$ cat src/rtl/sts_third.sv
// Divide-by-three unit: reciprocal multiply, exact for every value of the input width.
module sts_third #(
  parameter int W = 11
) (
  input  logic [W-1:0] size,
  output logic [W-1:0] third
);

  localparam int SH = W + 2;
  localparam longint unsigned RECIP = ((64'd1 << SH) + 64'd2) / 64'd3;
  localparam logic [SH-1:0] RECIP_V = RECIP[SH-1:0];

  logic [W+SH-1:0] prod;

  assign prod  = {{SH{1'b0}}, size} * {{W{1'b0}}, RECIP_V};
  assign third = prod[W+SH-1:SH];

endmodule

$ cat config.mk
export PLATFORM = sky130hd
export DESIGN_NAME = sts_third
export DESIGN_NICKNAME = d
export VERILOG_FILES = /design/src/rtl/sts_third.sv
export SDC_FILE = /design/constraint.sdc
export NUM_CORES = 1
export LEC_CHECK = 0
export BUFFER_PORTS_ARGS = -buffer_cell sky130_fd_sc_hd__buf_2
export CAP_MARGIN = 10
export CORE_UTILIZATION = 64
export DETAILED_ROUTE_END_ITERATION = 12
export PLACE_DENSITY_LB_ADDON = 0.1
export SETUP_SLACK_MARGIN = 0.15
export SLEW_MARGIN = 20
export SYNTH_ARGS = -nofsm -noshare
export SYNTH_HDL_FRONTEND = slang
export SYNTH_SLANG_ARGS = --single-unit
$ cat constraint.sdc
create_clock -name vclk -period 7.3
set_clock_uncertainty 0.1 [all_clocks]
set_input_delay 1.46 -clock vclk [all_inputs]
set_output_delay 1.46 -clock vclk [all_outputs]
set_load 0.02 [all_outputs]
* Word level (Yosys, flattened, before mapping)
Index checks and enable logic that the tools add are counted.
** Cells by class
- $mul :: 1
** Operator list (number)
- multiplier 11 x 12 -> 23 bit, second input constant :: 1
** Word-level totals
- Register bits :: 0
- Input port bits :: 11

* Logic depth before layout (Yosys ltp)
Gate-level depths: netlist (run 1).
- Depth after elaboration :: 1
- Gate-level depth with buffers :: 16
- Mapped depth without buffers :: 16

* Worst setup path before layout (run 1)
Ideal clock, no wire load.
- Path kind :: input to output
- Start point :: input port size[2]
- End point :: output port third[9]
- Arrival :: 5.535 ns
- Required time :: 5.740 ns
- Setup slack :: 0.205 ns
- Stages on the path :: 16
- Cell sequence :: ha_1 -> ha_1 -> inv_1 -> fa_1 -> inv_1 -> fa_1 -> inv_1 -> fa_1 -> inv_1 -> ha_1 -> and3_1 -> a221o_1 -> nor3_2 -> a21oi_2 -> a31oi_2 -> xor2_1
** Between the ends
- Longest elaborated chain between the ends :: 1
** RTL lines
- start, declared :: line 5 : input logic [W-1:0] size,
- multiplier 11 x 12 -> 23 bit :: line 15 : assign prod = {{SH{1'b0}}, size} * {{W{1'b0}}, RECIP_V};
- end, declared :: line 6 : output logic [W-1:0] third
Every way passes these cells.

* Final worst setup path (run 1)
- Start point :: input port size[8]
- End point :: output port third[9]
Same word-level chain as after synthesis.

==> out/results.txt, run 1 <==
Status - complete, no violations
Die Span X - 63.4 microns
DR pass1 iterations - 5
Cells after Synth - 268
Post-synthesis cell type count - 44
Avg WL per Cell - 15.5 microns
Crit path from - size[8]
Hold depth - 5
Seq Cell Count - 0
Layout cells sized above 1 - 0.247
RSZ-0062 raised after global routing - true
Placed cell area - 2660 sq um
Global Route Usage Sum - 0.285
Yosys top cell by area - ha_1
Vias in the first global route - 2026
Top-area cell type share of the netlist area - 0.352
Drt total wl - 5360 microns
Via count - 1957
Final core utilization - 0.832
Rows - 21
Setup crit end - third[9]
Initial antenna violation count - 0
Top cells by area, synth - ha_1 35%, fa_1 27%, inv_1 9.6%
Syn avg cell area - 9.01 sq um
Syn Nets - 380
Die area - 4020 sq um
Final ANT Viol Nets - 0
Nets - 414
Hold buffers post-CTS - 0
Synthesis Warnings - 0
Starting Density - 0.696
Fmax - 141 MHz
Ant. Diodes - 0
Dpl hpwl - 4280 microns
Post-route minimum period - 7070 ps
Die Y - 63.4 microns
Max Cap Viol - 0
CP max FO - 3
Final Hold Fails - 0
Clk_buf instances - 0
Vias per cell - 5.66
Req. time, crit path - 5740 ps
# port buffers - 21
Total core area - 3470 sq um
Type of origin of the critical path - input pin
WS Path Type - in -> out
GPL Wtd Cong - 0.832
CP endpoint kind - primary output
Largest net degree at the start of global routing - 13
Worst Path Arrival - 5510 ps
Initial drt markers - 65
Tightest Hold Check Type - in -> out
Max-slew violations - 0
Remaining DRCs - 0
First-pass GRT wire length - 9100 microns
Sequential cell area - 0 sq um
Post-route cell area - 2880 sq um
Synth-to-Final Area Change - 19.4%
Cell Area, Synth - 2410 sq um
Seq/Total Area, Yosys - 0
Io pins - 22
Congestion Overflow GR - 0
Final setup fails - 0
Period utilization - 0.969
-- cells by family (layout without fill, tap and decap cells) --
| group | count (synthesis) | in the layout | share of synthesized area |
|---|---|---|---|
| AO/OA/AOI/OAI | 41 | 41 | 0.117 |
| XOR/XNOR | 7 | 7 | 0.0254 |
| adder cells (fa/ha/maj) | 101 | 101 | 0.626 |
| buffers and inverters | 69 | 101 | 0.113 |
| multiplexers | 3 | 3 | 0.0124 |
| other | 1 | 1 | 0.00155 |
| AND/OR/NAND/NOR | 46 | 46 | 0.105 |
-- layer usage --
metal  up-vias  global-route usage  routed length [microns]
li1        962                   -                        -
met1       941               0.392                     2430
met2        48               0.515                     2720
met3         6             0.00543                      149
met4         0              0.0256                       53
met5         -                   0                        0
-- metrics by stage --
stage	cells	hold slack [ps]	setup TNS, ps	setup WS (ps)
floorplan	268	3200	0	205
finish	346	3440	0	226
global placement	344	3420	0	14.8
CTS	344	3450	0	109
global route	346	3460	0	82.5
detailed placement	344	3430	-31.9	-31.9
-- repair_timing --
action / 4_1_cts / 5_1_grt
setup endpoints to repair: 5 / 10
hold endpoints to repair: 0 / 0
pin swaps: 8 / 24
buffers inserted: 0 / 2
resized for setup: 8 / 33
-- area by class of cell --
class,count,area (sq um)
inverter,62,233
timing repair buffer,39,270
multi-input combinational,199,2320
fill,226,584
tap,46,57.6
-- critical path, cell delays in order --
cell and delay, ps:
clkbuf_4 150, ha_4 240, ha_1 290, inv_1 60, fa_1 520, inv_2 40
fa_1 520, inv_1 50, fa_1 510, inv_1 50, ha_1 300, and3_4 200
a221o_1 330, nor3_2 200, a21oi_2 100, a31oi_2 200, xor2_1 150, buf_4 150
-- cell usage in the layout, fill, tap and decap left out, types with 4 or more instances in the layout --
cell type	n
a21oi_1	11
buf_2	15
ha_1	56
nand3_1	5
o21ai_0	4
nand2_1	12
nand4_1	4
buf_4	20
xnor2_1	4
ha_4	9
fa_1	31
a21o_1	4
inv_1	58
nor2_1	7
inv_2	4
-- how the worst min path moves through the flow --
stage                    end      from
global route        third[9]  size[10]
finish              third[9]  size[10]
floorplan           third[9]  size[10]
detailed placement  third[9]  size[10]
CTS                 third[9]  size[10]
global placement    third[9]  size[10]
-- cells in the mapped netlist (2+ instances only) --
master	count
ha_1	68
inv_1	62
fa_1	33
a21oi_1	12
nand2_1	12
nor2_1	7
o21ai_0	6
nand3_1	5
a21o_1	4
nand4_1	4
xnor2_1	4
a211oi_1	3
a21oi_2	3
clkbuf_1	3
mux2i_1	3
nor2b_1	3
xor2_1	3
and3_1	2
buf_2	2
nand3b_1	2
o211ai_1	2
o31ai_1	2
or3_1	2
Power of run 1 is left out: the tool's default activity adds up to more than one toggle a clock period on the data nets, which glitch-free logic cannot reach.
==> run 2: changes to the inputs <==
--- a/config.mk
+++ b/config.mk
@@ -7,6 +7,7 @@
 export LEC_CHECK = 0
 export BUFFER_PORTS_ARGS = -buffer_cell sky130_fd_sc_hd__buf_2
 export CAP_MARGIN = 10
+export CORE_MARGIN = 1.5
 export CORE_UTILIZATION = 64
 export DETAILED_ROUTE_END_ITERATION = 12
 export PLACE_DENSITY_LB_ADDON = 0.1
==> out/results.txt, run 2 (synthesized netlist as in run 1, its figures left out) <==
Status - complete, no violations (unchanged)
Total negative slack - 0 ps (unchanged)
Commonest non-fill, non-tap cell in the layout - inv_1 (unchanged)
CP max FO - 3 (unchanged)
Avg WL per Cell - 14.3 microns (was 15.5 microns)
Fmax - 141 MHz (about the same)
Worst Path Arrival - 5520 ps (was 5510 ps)
Die Span X - 64.4 microns (was 63.4 microns)
Most frequent cells in the layout - 58 x inv_1, 53 x ha_1, 31 x fa_1 (was 58 x inv_1, 56 x ha_1, 31 x fa_1)
Number of cells after detailed placement - 347 (was 344)
Total core area - 3630 sq um (was 3470 sq um)
Vias in the first global route - 1858 (was 2026)
Final ANT Viol Nets - 0 (unchanged)
Slowest cell on crit path - fa_1 (unchanged)
Vias per cell - 5.39 (was 5.66)
Layout cells sized above 1 - 0.256 (was 0.247)
Post-Layout Cell Count - 349 (was 346)
First-pass GRT wire length - 8130 microns (was 9100 microns)
Io pins - 22 (unchanged)
Remaining DRCs - 0 (unchanged)
Ant. Diodes - 0 (unchanged)
DR pass1 iterations - 4 (was 5)
Final Hold Fails - 0 (unchanged)
Via count - 1881 (was 1957)
Sequential cell area - 0 sq um (unchanged)
Seq Cell Count - 0 (unchanged)
Type of origin of the critical path - input pin (unchanged)
Nets - 415 (was 414)
Max-slew violations - 0 (unchanged)
Starting Density - 0.665 (was 0.696)
Hold buffers post-CTS - 0 (unchanged)
Die Y - 64.4 microns (was 63.4 microns)
RSZ-0062 raised after global routing - false (was true)
Req. time, crit path - 5740 ps (about the same)
Most frequent CP cell - inv_1
Final setup fails - 0 (unchanged)
Worst path max stage delay - 540 ps (was 520 ps)
Pre-CTS WS - -13.9 ps (was -31.9 ps)
Max Cap Viol - 0 (unchanged)
Tightest Hold Check Type - in -> out (unchanged)
GPL Wtd Cong - 0.785 (was 0.832)
Initial drt markers - 56 (was 65)
CP endpoint kind - primary output (unchanged)
Worst setup margin - 219 ps (was 226 ps)
Post-route minimum period - 7080 ps (was 7070 ps)
Clk_buf instances - 0 (unchanged)
Initial antenna violation count - 0 (unchanged)
WS Path Type - in -> out (unchanged)
Global Route Usage Sum - 0.242 (was 0.285)
Die area - 4150 sq um (was 4020 sq um)
Congestion Overflow GR - 0 (unchanged)
Dpl hpwl - 4160 microns (was 4280 microns)
Largest net degree at the start of global routing - 11 (was 13)
Rows - 22 (was 21)
Drt total wl - 4980 microns (was 5360 microns)
Period utilization - 0.970 (was 0.969)
Multi-input logic area - 2360 sq um (was 2320 sq um)
CP Cell Sequence - buf_4 > buf_6 > ha_4 > ha_1 > inv_1 > fa_1 > inv_1 > fa_1 > inv_1 > fa_1 > inv_1 > ha_4 > and3_4 > a221o_1 > nor3_2 > a21oi_2 > a31oi_2 > xor2_1 > buf_4 (was clkbuf_4 > ha_4 > ha_1 > inv_1 > fa_1 > inv_2 > fa_1 > inv_1 > fa_1 > inv_1 > ha_1 > and3_4 > a221o_1 > nor3_2 > a21oi_2 > a31oi_2 > xor2_1 > buf_4)
Hold_ws - 3430 ps (was 3440 ps)
Fillers - 235 (was 226)
Synth-to-Final Area Change - 21.6% (was 19.4%)
# port buffers - 21 (unchanged)
==> run 2: cell count changes in the layout (fill, tap and decap cells not counted), moves of 2 or more <==
cell,previous run,this run
o21ai_0,4,6
buf_6,2,5
ha_1,56,53
ha_4,9,13
==> run 2: final timing paths <==
check	from	end	slack, ps	depth (start not counted)
worst min-delay path	size[10]	third[9]	3430	5
worst max-delay path	size[8]	third[9]	220	19
==> run 2: final cells by class <==
cell class | count | share of cell area
Inverter | 62 | 0.0793
Multi-Input combinational cell | 199 | 0.803
Tap cell | 48 | 0.0205
Timing Repair Buffer | 40 | 0.0968
==> run 2: metal layers <==
layer	part of all wire	wire length (microns)	global-route usage
met1	0.49	2470	0.378
met2	0.50	2470	0.404
met3	0.010	51	0.00174
met4	0	0	0
met5	0	0	0
==> run 2: what timing repair did <==
action | 4_1_cts | 5_1_grt
pin swaps | 10 | 21
resized for setup | 11 | 34
endpoints found under the hold margin | 0 | 0
setup endpoints to repair | 8 | 10
buffers inserted | 0 | 2
==> run 2: metrics by stage <==
step	utilization	instance area, sq um
after floorplan	-	2410
after global placement	0.734	2670
after detailed placement	0.734	2670
after CTS	0.756	2750
after global routing	0.808	2940
final	0.808	2940
==> run 2: critical path, delay by kind of cell <==
family / cells / cell delay (ps)
XOR/XNOR: 1 / 160
adder cells (fa/ha/maj): 6 / 2220
buffers and inverters: 7 / 640
AO/OA/AOI/OAI: 3 / 660
AND/OR/NAND/NOR: 2 / 390
Power of run 2 is left out for the same reason.
==> run 3: changes to the inputs <==
--- a/config.mk
+++ b/config.mk
@@ -8,7 +8,7 @@
 export BUFFER_PORTS_ARGS = -buffer_cell sky130_fd_sc_hd__buf_2
 export CAP_MARGIN = 10
 export CORE_MARGIN = 1.5
-export CORE_UTILIZATION = 64
+export CORE_UTILIZATION = 50
 export DETAILED_ROUTE_END_ITERATION = 12
 export PLACE_DENSITY_LB_ADDON = 0.1
 export SETUP_SLACK_MARGIN = 0.15
==> out/results.txt, run 3 (synthesized netlist as in run 1, its figures left out) <==
Die Span X - 72.5 microns (was 64.4 microns)
Vias in the first global route - 1816 (was 1858)
Sequential cell area - 0 sq um (unchanged)
Die area - 5260 sq um (was 4150 sq um)
Nets - 420 (was 415)
Most frequent cells in the layout - 56 x inv_1, 54 x ha_1, 32 x fa_1 (was 58 x inv_1, 53 x ha_1, 31 x fa_1)
Status - complete, no violations (unchanged)
Layout cells sized above 1 - 0.261 (was 0.256)
Starting Density - 0.515 (was 0.665)
Dpl hpwl - 4270 microns (was 4160 microns)
Die Y - 72.5 microns (was 64.4 microns)
Final core utilization - 0.633 (was 0.808)
CP endpoint kind - primary output (unchanged)
Period utilization - 0.964 (was 0.970)
Worst Path Arrival - 5480 ps (was 5520 ps)
RSZ-0062 raised after global routing - false (unchanged)
Synth-to-Final Area Change - 22.9% (was 21.6%)
Avg WL per Cell - 13.6 microns (was 14.3 microns)
Drt total wl - 4890 microns (was 4980 microns)
Remaining DRCs - 0 (unchanged)
Type of origin of the critical path - input pin (unchanged)
Seq Cell Count - 0 (unchanged)
Global Route Usage Sum - 0.191 (was 0.242)
Total core area - 4690 sq um (was 3630 sq um)
Hold buffers post-CTS - 0 (unchanged)
Congestion Overflow GR - 0 (unchanged)
Final ANT Viol Nets - 0 (unchanged)
Final Hold Fails - 0 (unchanged)
# port buffers - 21 (unchanged)
Commonest non-fill, non-tap cell in the layout - inv_1 (unchanged)
First-pass GRT wire length - 8110 microns (was 8130 microns)
Max Cap Viol - 0 (unchanged)
GPL Wtd Cong - 0.789 (was 0.785)
Hold depth - 5 (unchanged)
Vias per cell - 5.17 (was 5.39)
Ant. Diodes - 0 (unchanged)
Post-route cell area - 2970 sq um (was 2940 sq um)
Largest net degree at the start of global routing - 13 (was 11)
Rows - 25 (was 22)
Req. time, crit path - 5740 ps (about the same)
Initial antenna violation count - 0 (unchanged)
Max-slew violations - 0 (unchanged)
Initial drt markers - 23 (was 56)
Hold EP - third[9] (unchanged)
HP Start - size[10] (unchanged)
Final setup fails - 0 (unchanged)
Tightest Hold Check Type - in -> out (unchanged)
Clk_buf instances - 0 (unchanged)
WS Path Type - in -> out (unchanged)
Post-route minimum period - 7040 ps (was 7080 ps)
CP max FO - 3 (unchanged)
Fillers - 406 (was 235)
Fmax - 142 MHz (was 141 MHz)
Placed cell area - 2690 sq um (was 2670 sq um)
DR pass1 iterations - 4 (unchanged)
Io pins - 22 (unchanged)
Via count - 1861 (was 1881)
run 3: cell types whose count changed in the layout (fill, tap and decap cells not counted), sizes merged:
cell / previous run / this run
buf: 40 / 45
run 3: per-layer routing:
metal,up-vias,wire length [microns],track usage
li1,974,-,-
met1,863,2570,0.302
met2,24,2250,0.313
met3,0,67,0.00139
met4,0,0,0
met5,-,0,0
run 3: repair_timing:
action	in CTS	in global routing
setup endpoints to repair	5	8
setup buffers	0	5
gates resized for setup	10	34
pin swaps	9	28
run 3: how the worst max path moves through the flow:
stage / start / end
final: size[4] / third[9]
after global placement: size[2] / third[9]
after global routing: size[10] / third[9]
after floorplan: size[2] / third[9]
after detailed placement: size[5] / third[9]
after CTS: size[5] / third[7]
run 3: area by class of cell:
type	count	area [sq um]	area share
multi-input cells	199	2350	0.792
repair buffers	45	318	0.107
well taps	54	67.6	0.0228
inverters	62	233	0.0784
run 3: worst max-delay path: stages:
cell and delay, ps:
buf_2 130, ha_4 250, ha_4 270, inv_2 50
fa_1 520, inv_1 50, fa_1 530, inv_1 50
fa_1 500, inv_1 70, ha_4 210, and3_4 170
a221o_1 380, nor3_4 220, a21oi_2 110, a31oi_2 190
xor2_1 160, buf_4 160
run 3: through the flow:
| step | setup TNS, ps | hold slack [ps] | setup WS, ps | cells |
|---|---|---|---|---|
| after floorplan | 0 | 3200 | 205 | 268 |
| after global placement | 0 | 3450 | 2.24 | 355 |
| after detailed placement | -11.8 | 3460 | -11.8 | 355 |
| after CTS | 0 | 3460 | 144 | 355 |
| after global routing | 0 | 3500 | 123 | 360 |
| final | 0 | 3450 | 260 | 360 |
Power of run 3 is left out for the same reason.
