## config.mk

```make
export PLATFORM = sky130hd
export DESIGN_NAME = sts_cmp
export DESIGN_NICKNAME = d
export VERILOG_FILES = /design/src/rtl/sts_pkg.sv /design/src/rtl/sts_cmp.sv
export SDC_FILE = /design/constraint.sdc
export NUM_CORES = 1
export LEC_CHECK = 0
export ABC_AREA = 1
export BUFFER_PORTS_ARGS = -buffer_cell sky130_fd_sc_hd__buf_4
export CORE_MARGIN = 2
export CORE_UTILIZATION = 46
export DETAILED_ROUTE_END_ITERATION = 16
export PLACE_DENSITY = 0.9
export SETUP_SLACK_MARGIN = 0.3
export SYNTH_ARGS = -nofsm -noshare
export SYNTH_HDL_FRONTEND = slang
export SYNTH_SLANG_ARGS = --single-unit
```

## constraint.sdc

```tcl
create_clock -name vclk -period 3.2
set_input_delay 0.64 -clock vclk [all_inputs]
set_output_delay 0.64 -clock vclk [all_outputs]
set_load 0.02 [all_outputs]
```

## src/rtl/sts_pkg.sv

```systemverilog
// Shared types and codes for the sorted table ternary search block.
package sts_pkg;

  // request command codes
  localparam logic CMD_WRITE  = 1'b0;
  localparam logic CMD_SEARCH = 1'b1;

  localparam int CMD_W      = 1;
  localparam int INDEX_W    = 10;
  localparam int DATA_W     = 32;
  localparam int LENGTH_W   = 11;
  localparam int POSITION_W = 10;

  // outcome of one key/entry compare
  typedef struct packed {
    logic eq;
    logic lt;  // key below entry
  } cmp_t;

endpackage

```

## src/rtl/sts_cmp.sv

```systemverilog
// Shared signed comparator between the search key and a table entry.
module sts_cmp (
  input  logic signed [sts_pkg::DATA_W-1:0] key,
  input  logic signed [sts_pkg::DATA_W-1:0] entry,
  output sts_pkg::cmp_t                     res
);

  always_comb begin
    res.eq = (key == entry);
    res.lt = (key < entry);
  end

endmodule

```

Word-level counts from Yosys, hierarchy flattened
Index checks and enable logic that the tools add are counted.
{"block": "op_classes", "n_eq_ne": 1, "magnitude_cmp": 1}
{"op": "$eq A32 B32 Y1", "count": 1}
{"op": "$lt A32 B32 Y1", "count": 1}
{"block": "totals", "ff_bits": 0, "out_inout_bits": 2, "wordCells": 2, "input_bits": 64}

Depth between registers and ports, before layout
Gate-level depths: netlist (run 1).
{"block": "depth", "ltp_word": 1, "depth_mapped": 15, "mapped_depth_nobuf": 15}

Least setup slack after synthesis (run 1)
Ideal clock, no wire load.
{"block": "synth_path", "kind": "input to output", "startpoint": "input port entry[15] (netlist bit)", "endpoint": "output port res[1] (netlist bit)", "path_buffers": 0, "arrival_time_ns": 1.758, "path_slack_ns": 0.802, "t_required_ns": 2.560, "path_stages": 6, "path_cell_list": "inv_1 ha_1 nand2_1 nor3_2 nand4_1 nor3_1"}
{"item": "from (decl)", "line": "sts_cmp.sv:4", "text": "input logic signed [sts_pkg::DATA_W-1:0] entry,"}
{"item": "to (decl)", "line": "sts_cmp.sv:5", "text": "output sts_pkg::cmp_t res"}

==> metrics.md, run 1 <==
| Metric | Value |
|---|---|
| DRT iter0 DRCs | 6 |
| Worst Hold End | res[0] |
| GRT overflow | 0 |
| Layout area overhead | 59.5% |
| Sw power | 0.0000704 W |
| Antenna violations before repair | 0 |
| Rows | 15 |
| DP HPWL | 2140 microns |
| Final wirelength | 2230 microns |
| Share of cells above drive strength 1 | 0.348 |
| Overall Global Routing Usage | 0.205 |
| CP startpoint kind | input pin |
| Sequential cell count | 0 |
| Comb power frac | 1.000 |
| Sw Ratio | 0.428 |
| Core ar. | 0.00176 sq mm |
| Global-route wire length before repair | 3570 microns |
| Setup crit start | key[5] |
| Max-slew violation count | 0 |
| Post-route ant nets | 0 |
| CP Data Arrival Time | 1860 ps |
| Synth Area per Inst | 6.15 sq um |
| Synth unique cells | 16 |
| Fill cells | 142 |
| Input/output buffers | 66 |
| Post_cts resized | 0 |
| Status | complete, no violations |
| Synthesized Nets | 240 |
| DR WL/cell | 9.49 microns |
| Max transition margin | 0.886 |
| Final setup fails | 0 |
| Slew @ Worst Pin | 170 ps |
| DP Area | 0.00141 sq mm |
| Crit Path Max Fanout | 2 |
| RSZ-0062 raised after global routing | no |
| Antenna cell count | 0 |
| Hold Vio Cnt, Final | 0 |
| Number of global-route vias before repair | 991 |
| Max-cap violations | 0 |
| Post CTS Setup Buffer Count | 0 |
| Clkbuf count | 0 |
| Post-Place Worst Slack | 691 ps |
| Hold_buf cts | 0 |
| Setup ws final | 697 ps |
| DR vias/cell | 4.60 |
| Total number of vias | 1082 |
| FF+latch area | 0 sq um |
| GPL Wtd Cong | 0.780 |
| Mapped Area | 886 sq um |
| Pwr Density | 117 mW/mm^2 |
| Kind of critical path | input pin to primary output |
| Fmax | 0.399 GHz |
| Die Y | 47.9 microns |
| Die footprint | 0.00229 sq mm |
| Internal power | 0.0000943 W |
| Hold-critical path depth | 5 |
| Design area | 0.00141 sq mm |
| Required time at the endpoint of the critical path | 2560 ps |
| Post-route setup TNS | 0 ps |
| Seq/Total Area, Yosys | 0 |
| IR drop worst, VDD | 68.3 uV |
| Min-delay src | key[31] |
| Largest net degree at the start of global routing | 5 |
| Drt pass-1 iters | 4 |
| Die Width | 47.9 microns |
| Crit. End Element | primary output |
| Starting Density | 0.502 |
| Syn Inst Count | 144 |
| Static Leak | 0.929 nW |
| Min-Delay Path Class | input pin to primary output |
| Clock power share | 0 |
| Synth Warn # | 0 |
| Final worst path period share | 0.782 |
| Post-route DRC | 0 |
| Nets | 308 |
| Min Clock Period, post-route | 2500 ps |
| Top Ports | 66 |
| Sequential group share of total power | 0 |
## synth_stat cells
library cell  count  area (sq um)
nor3_1            2          10.0
nand2_2           2          12.5
ha_1             32           400
nand2_1          34           128
a21oi_2           1          8.76
nor3_2            1          10.0
nand3_1           3          15.0
o21a_2            1          8.76
a21o_1            1          7.51
o21ai_0           2          10.0
nor2_1            9          33.8
inv_1            40           150
nor2_2            1          6.26
a21oi_1          12          60.1
nand4_2           1          12.5
nand4_1           2          12.5
## cell type report
class                      count  area, sq um  area share
multi-input combinational    104          736       0.521
timing repair buffer          66          495       0.351
inverter                      40          150       0.106
tap                           25         31.3      0.0221
## through the flow
stage	util	cells	total power, W	hold WS (ps)
after global placement	0.801	235	0.000158	1840
after detailed placement	0.801	235	0.000166	1840
final	0.801	235	0.000165	1840
after floorplan	-	144	0.0000850	1650
after CTS	0.801	235	0.000167	1850
after global routing	0.801	235	0.000189	1880
## worst max path at each step
stage	endpoint	slack, ps	cells after the start
floorplan	res[1]	800	6
global placement	res[0]	710	10
finish	res[0]	700	13
global route	res[0]	550	11
CTS	res[0]	690	10
detailed placement	res[0]	690	10
## power by group through the flow
stage / Combinational [W] / Clock [W] / Sequential, W
floorplan: 0.0000850 / 0 / 0
global placement: 0.000158 / 0 / 0
detailed placement: 0.000166 / 0 / 0
CTS: 0.000167 / 0 / 0
global route: 0.000189 / 0 / 0
finish: 0.000165 / 0 / 0
## logic make-up after synthesis
group	synth area share
adders and majority gates	0.452
and+or+nand+nor	0.271
AOI/OAI and AO/OA	0.107
buffers and inverters	0.169
## critical path, stage by stage
cell	delay (ps)
buf_4	110
ha_1	290
a21oi_1	160
nor2_1	50
nor2_1	90
nand2_1	60
nand2_1	50
nand2_1	50
nand2_1	70
nand2_1	50
nand2_1	50
nand2_1	40
buf_4	150
## placed cells by master, fill, tap and decap left out, drive strengths merged
cell type	instances
o21a	1
nor2	10
a21o	1
nor3	3
buf	66
a21oi	13
ha	32
inv	40
nand3	3
nand2	36
o21ai	2
nand4	3
## routing by layer
metal	up-vias	routed length (microns)	global-route usage
met5	-	0	0
met4	0	19	0.0108
met3	2	103	0.00377
met2	36	1280	0.440
met1	458	824	0.224
li1	586	-	-
Power figures use the tool's default switching activity.
==> run 2: changes to the inputs <==
CORE_UTILIZATION = 39   (was 46)
PLACE_DENSITY = 0.81   (was 0.9)
clock period = 2.2 ns   (was 3.2 ns; I/O delays follow)
==> run 2 against run 1 <==
Effect of this change: hold slack got worse by 450 ps; die area rose by 16%; routed wire length grew 28%; via count rose by 4.0%; global-route usage rose by 0.78 points; first-iteration DRC count increased by 100%; critical path type unchanged; critical endpoint unchanged; largest power group unchanged.
==> metrics.md, run 2 (same netlist as run 1, synthesis figures left out) <==
| Metric | Value |
|---|---|
| Fill cells | 146 |
| Number of global-route vias before repair | 1168 |
| RSZ-0062 raised after global routing | yes |
| Required time at the endpoint of the critical path | 1760 ps |
| Fmax | 0.482 GHz |
| Layout area overhead | 103% |
| Antenna cell count | 0 |
| Comb power frac | 1.000 |
| Nets | 309 |
| Die footprint | 0.00267 sq mm |
| Sw Ratio | 0.442 |
| Most frequent cells in the layout | buf_4, nand2_1, inv_1, ha_4, inv_2 |
| Max-cap violations | 0 |
| Drt pass-1 iters | 4 |
| Largest net degree at the start of global routing | 5 |
| Final hold slack | 1390 ps |
| Pwr Density | 191 mW/mm^2 |
| DR vias/cell | 4.71 |
| Sequential group share of total power | 0 |
| Die Width | 51.7 microns |
| Overall Global Routing Usage | 0.212 |
| Final wirelength | 2860 microns |
| Clkbuf count | 0 |
| Top Ports | 66 |
| GPL Wtd Cong | 0.678 |
| Min-Delay Path Class | input pin to primary output |
| Crit Path Max Fanout | 2 |
| Antenna violations before repair | 0 |
| Global-route wire length before repair | 4490 microns |
| CP Data Arrival Time | 1630 ps |
| Min-delay src | key[31] |
| Sw power | 0.000151 W |
| Slowest Stage Delay on Critical Path | 190 ps |
| Kind of critical path | input pin to primary output |
| Final setup fails | 0 |
| Status | complete, no violations |
| Rows | 17 |
| Min Clock Period, post-route | 2070 ps |
| Post-route ant nets | 0 |
| IR drop worst, VDD | 132 uV |
| Total number of vias | 1125 |
| DR WL/cell | 12.0 microns |
| Share of cells above drive strength 1 | 0.607 |
| Post-route DRC | 0 |
| Worst Hold End | res[0] |
| Final design utilization | 0.827 |
| DP HPWL | 2020 microns |
| Starting Density | 0.408 |
| Crit. End Element | primary output |
| CP max-delay cell | ha_4 |
| Hold Vio Cnt, Final | 0 |
| Hold-critical path depth | 6 |
| Cell Chain, Critical Path | buf_4, inv_2, ha_4, nand2_1, nand2_1, nand2_1, nand2_1, nand2_1, nand3_2, a21oi_2, nand2_1, nand2_1, nand2_1, buf_6 |
| Commonest non-fill, non-tap cell in the layout | buf_4 |
| CP startpoint kind | input pin |
| Final worst path period share | 0.942 |
| Clock power share | 0 |
| Die Y | 51.7 microns |
| Max transition margin | 0.889 |
| Core ar. | 0.00217 sq mm |
| Sequential cell count | 0 |
| Slew @ Worst Pin | 165 ps |
| Post-route setup TNS | 0 ps |
| GRT overflow | 0 |
| DRT iter0 DRCs | 12 |
| Most used cell, CP | nand2_1 |
| Max-slew violation count | 0 |
| FF+latch area | 0 sq um |
| Internal power | 0.000191 W |
| Input/output buffers | 66 |
| Static Leak | 0.945 nW |
==> run 2: cell types whose count changed in the layout (fill, tap and decap cells not counted), moves of 3 or more <==
cell,before,now
inv_4,0,3
ha_1,32,11
ha_4,0,21
buf_6,0,8
inv_1,40,24
a21oi_2,1,8
inv_2,0,13
a21oi_1,12,5
nand2_1,34,28
nand2_2,2,8
buf_4,66,59
==> run 2: final cells by class <==
class / instances / area (sq um) / share of cell area
inverters: 40 / 158 / 0.0879
well taps: 28 / 35.0 / 0.0195
multi-input cells: 104 / 1070 / 0.596
repair buffers: 67 / 533 / 0.297
==> run 2: timing repair <==
item / 4_1_cts / 5_1_grt
resized for setup: 51 / 16
setup endpoints to repair: 2 / 2
setup buffers: 1 / 0
hold buffers: 0 / 0
pin swaps: 22 / 10
==> run 2: metrics by stage <==
| stage | cells | instance area [sq um] | power [W] | setup slack [ps] |
|---|---|---|---|---|
| global placement | 238 | 1420 | 0.000232 | 89.6 |
| CTS | 239 | 1720 | 0.000312 | 143 |
| floorplan | 144 | 891 | 0.000124 | 311 |
| detailed placement | 238 | 1420 | 0.000242 | 70.6 |
| finish | 239 | 1790 | 0.000343 | 127 |
| global route | 239 | 1790 | 0.000382 | 34.3 |
==> run 2: how the worst max path moves through the flow <==
| stage | slack [ps] | start | end | cells after the start |
|---|---|---|---|---|
| after floorplan | 310 | entry[31] | res[0] | 8 |
| after global placement | 90 | key[17] | res[0] | 13 |
| after detailed placement | 70 | key[31] | res[0] | 10 |
| after CTS | 140 | entry[21] | res[0] | 12 |
| after global routing | 30 | entry[6] | res[0] | 14 |
| final | 130 | entry[17] | res[0] | 14 |
==> run 2: critical path: cells and delay by family <==
family,cells,cell delay (ps)
compound gates,1,150
buf+inv,3,290
simple gates,9,550
fa+ha+maj,1,190
==> run 2: power by group through the flow <==
stage	sequential, W	combinational, W	clock [W]
after floorplan	0	0.000124	0
after global placement	0	0.000232	0
final	0	0.000343	0
after CTS	0	0.000312	0
after global routing	0	0.000382	0
after detailed placement	0	0.000242	0
==> run 2: metal layers <==
metal	track usage	wire length (microns)	share of wire	vias up
met5	0	0	0	-
met4	0.0175	11	0.0038	0
met3	0.0201	156	0.054	2
met2	0.483	1680	0.59	39
met1	0.201	1020	0.35	494
li1	-	-	-	590
==> run 3: changes to the inputs <==
ABC_AREA = not set   (was 1)
CORE_UTILIZATION = 38   (was 39)
==> run 3 against run 2 <==
Effect of this change: the flow now finishes with violations (setup timing); die area decreased by 4.5%; combinational power grew 11%; sequential share of layout area unchanged; synthesized cell count down 22%; core utilization is 8.8 points higher; global-route usage is 6.4 points higher; total power grew 12%; via count increased by 14%; cell count decreased by 10%; critical path depth shrank 5; synthesized area decreased by 7.3%; critical path type unchanged; largest power group unchanged; highest routed layer unchanged.
==> metrics.md, run 3 <==
| Metric | Value |
|---|---|
| Commonest non-fill, non-tap cell in the layout | buf_4 |
| Rows | 16 |
| Worst Path Buf+Inv | 3 |
| DP HPWL | 2640 microns |
| Max-cap violations | 0 |
| Top cell type's share of synthesized area | 0.488 |
| Slew @ Worst Pin | 314 ps |
| Fmax | 0.405 GHz |
| IR drop worst, VDD | 135 uV |
| Static Leak | 0.866 nW |
| Post-route DRC | 0 |
| Clkbuf count | 0 |
| Post-route setup TNS | -401 ps |
| Worst Hold End | res[0] |
| Number of global-route vias before repair | 1329 |
| Comb power frac | 1.000 |
| Synth unique cells | 24 |
| Min-Delay Path Class | input pin to primary output |
| Max transition margin | 0.791 |
| FF+latch area | 0 sq um |
| GPL Wtd Cong | 0.733 |
| Layout area overhead | 123% |
| Die Y | 50.5 microns |
| Slowest Stage Delay on Critical Path | 350 ps |
| Synth cell count leaders | ha_1, inv_1, a21oi_1 |
| Sw power | 0.000174 W |
| Crit Path Max Fanout | 2 |
| Nets | 285 |
| Final wirelength | 4650 microns |
| Total Power | 0.000382 W |
| CP Data Arrival Time | 2030 ps |
| Final hold slack | 1450 ps |
| Core ar. | 0.00200 sq mm |
| Pwr Density | 209 mW/mm^2 |
| Synth Warn # | 0 |
| Starting Density | 0.410 |
| Antenna violations before repair | 0 |
| Min Clock Period, post-route | 2470 ps |
| Top delay family on crit path | compound AO/OA/AOI/OAI gates |
| Hold_buf cts | 0 |
| Crit. End Element | primary output |
| Clock power share | 0 |
| Most frequent cells in the layout | buf_4, ha_4, inv_1, inv_2, ha_1 |
| Total number of vias | 1278 |
| CP startpoint kind | input pin |
| DR vias/cell | 5.97 |
| DR WL/cell | 21.7 microns |
| Max-slew violation count | 0 |
| Synth Area per Inst | 7.26 sq um |
| Cell Chain, Critical Path | buf_4, inv_2, ha_4, nand4_1, nor2_1, a221o_1, o31a_1, o22ai_4, buf_6 |
| DRT iter0 DRCs | 33 |
| Mapped Area | 821 sq um |
| Seq/Total Area, Yosys | 0 |
| Sw Ratio | 0.456 |
| Min-delay src | key[31] |
| Drt pass-1 iters | 4 |
| Top Ports | 66 |
| Kind of critical path | input pin to primary output |
| Global-route wire length before repair | 5470 microns |
| Final worst path period share | 1.12 |
| Final setup fails | 2 |
| Internal power | 0.000208 W |
| Design area | 0.00183 sq mm |
| Die footprint | 0.00255 sq mm |
| Die Width | 50.5 microns |
| Post-synth top area cell | ha_1 |
| Antenna cell count | 0 |
| Sequential cell count | 0 |
| Status | finished, violations left |
| Sequential group share of total power | 0 |
| Post-route ant nets | 0 |
| Failing checks | setup timing |
| Largest net degree at the start of global routing | 5 |
| Syn Inst Count | 113 |
| Setup ws final | -269 ps |
| DP Area | 0.00174 sq mm |
| Share of cells above drive strength 1 | 0.711 |
| Overall Global Routing Usage | 0.276 |
| Synthesized Nets | 209 |
| Synth area leaders | ha_1, inv_1, a21oi_1 |
| Input/output buffers | 66 |
| RSZ-0062 raised after global routing | yes |
| CP max-delay cell | a221o_1 |
| Post-Place Worst Slack | -189 ps |
| GRT overflow | 0 |
| Hold Vio Cnt, Final | 0 |
| Hold-critical path depth | 5 |
| Required time at the endpoint of the critical path | 1760 ps |
==> run 3: cell types whose count changed in the layout (fill, tap and decap cells not counted), sizes merged, moves of 4 or more <==
cell,before,now
buf,67,74
inv,40,32
nand2,36,7
nand4,3,7
nor2,10,4
==> run 3: worst max-delay path by stage <==
stage	slack (ps)	cells after the start	to	from
after global placement	-150	8	res[0]	key[14]
after CTS	-110	9	res[0]	entry[5]
final	-270	9	res[0]	entry[11]
after floorplan	120	7	res[0]	entry[26]
after global routing	-290	9	res[0]	entry[11]
after detailed placement	-190	9	res[0]	entry[26]
==> run 3: cells by family after synthesis <==
family | after synthesis | synth area share
compound gates | 25 | 0.206
fa+ha+maj | 32 | 0.488
buf+inv | 32 | 0.146
simple gates | 24 | 0.160
==> run 3: timing repair <==
action	in CTS	in global routing
setup buffers	2	0
setup endpoints to repair	2	2
gates resized for setup	20	3
pin swaps	21	2
==> run 3: power groups by stage <==
stage               sequential [W]  combinational (W)  clock, W
finish                           0           0.000382         0
global route                     0           0.000402         0
CTS                              0           0.000339         0
detailed placement               0           0.000316         0
global placement                 0           0.000296         0
floorplan                        0           0.000162         0
==> run 3: metrics by stage <==
step | cells | util
floorplan | 113 | -
global placement | 212 | 0.868
detailed placement | 212 | 0.868
CTS | 214 | 0.907
global route | 214 | 0.915
finish | 214 | 0.915
==> run 3: routing by layer <==
metal / share of wire / up-vias / GRT usage / wire [microns]
li1: - / 546 / - / -
met1: 0.29 / 571 / 0.254 / 1350
met2: 0.53 / 107 / 0.570 / 2460
met3: 0.071 / 54 / 0.0298 / 328
met4: 0.11 / 0 / 0.153 / 517
met5: 0 / - / 0 / 0
==> run 3: area by class of cell <==
cell class | count | area, sq um
multi-input cells | 81 | 1060
repair buffers | 74 | 586
fillers | 80 | 170
inverters | 32 | 153
well taps | 27 | 33.8
==> run 3: tightest hold or removal path, delay by kind of cell <==
kind,cells,cell delay [ps]
AO/OA/AOI/OAI,1,70
buffers and inverters,3,350
adder cells (fa/ha/maj),1,140
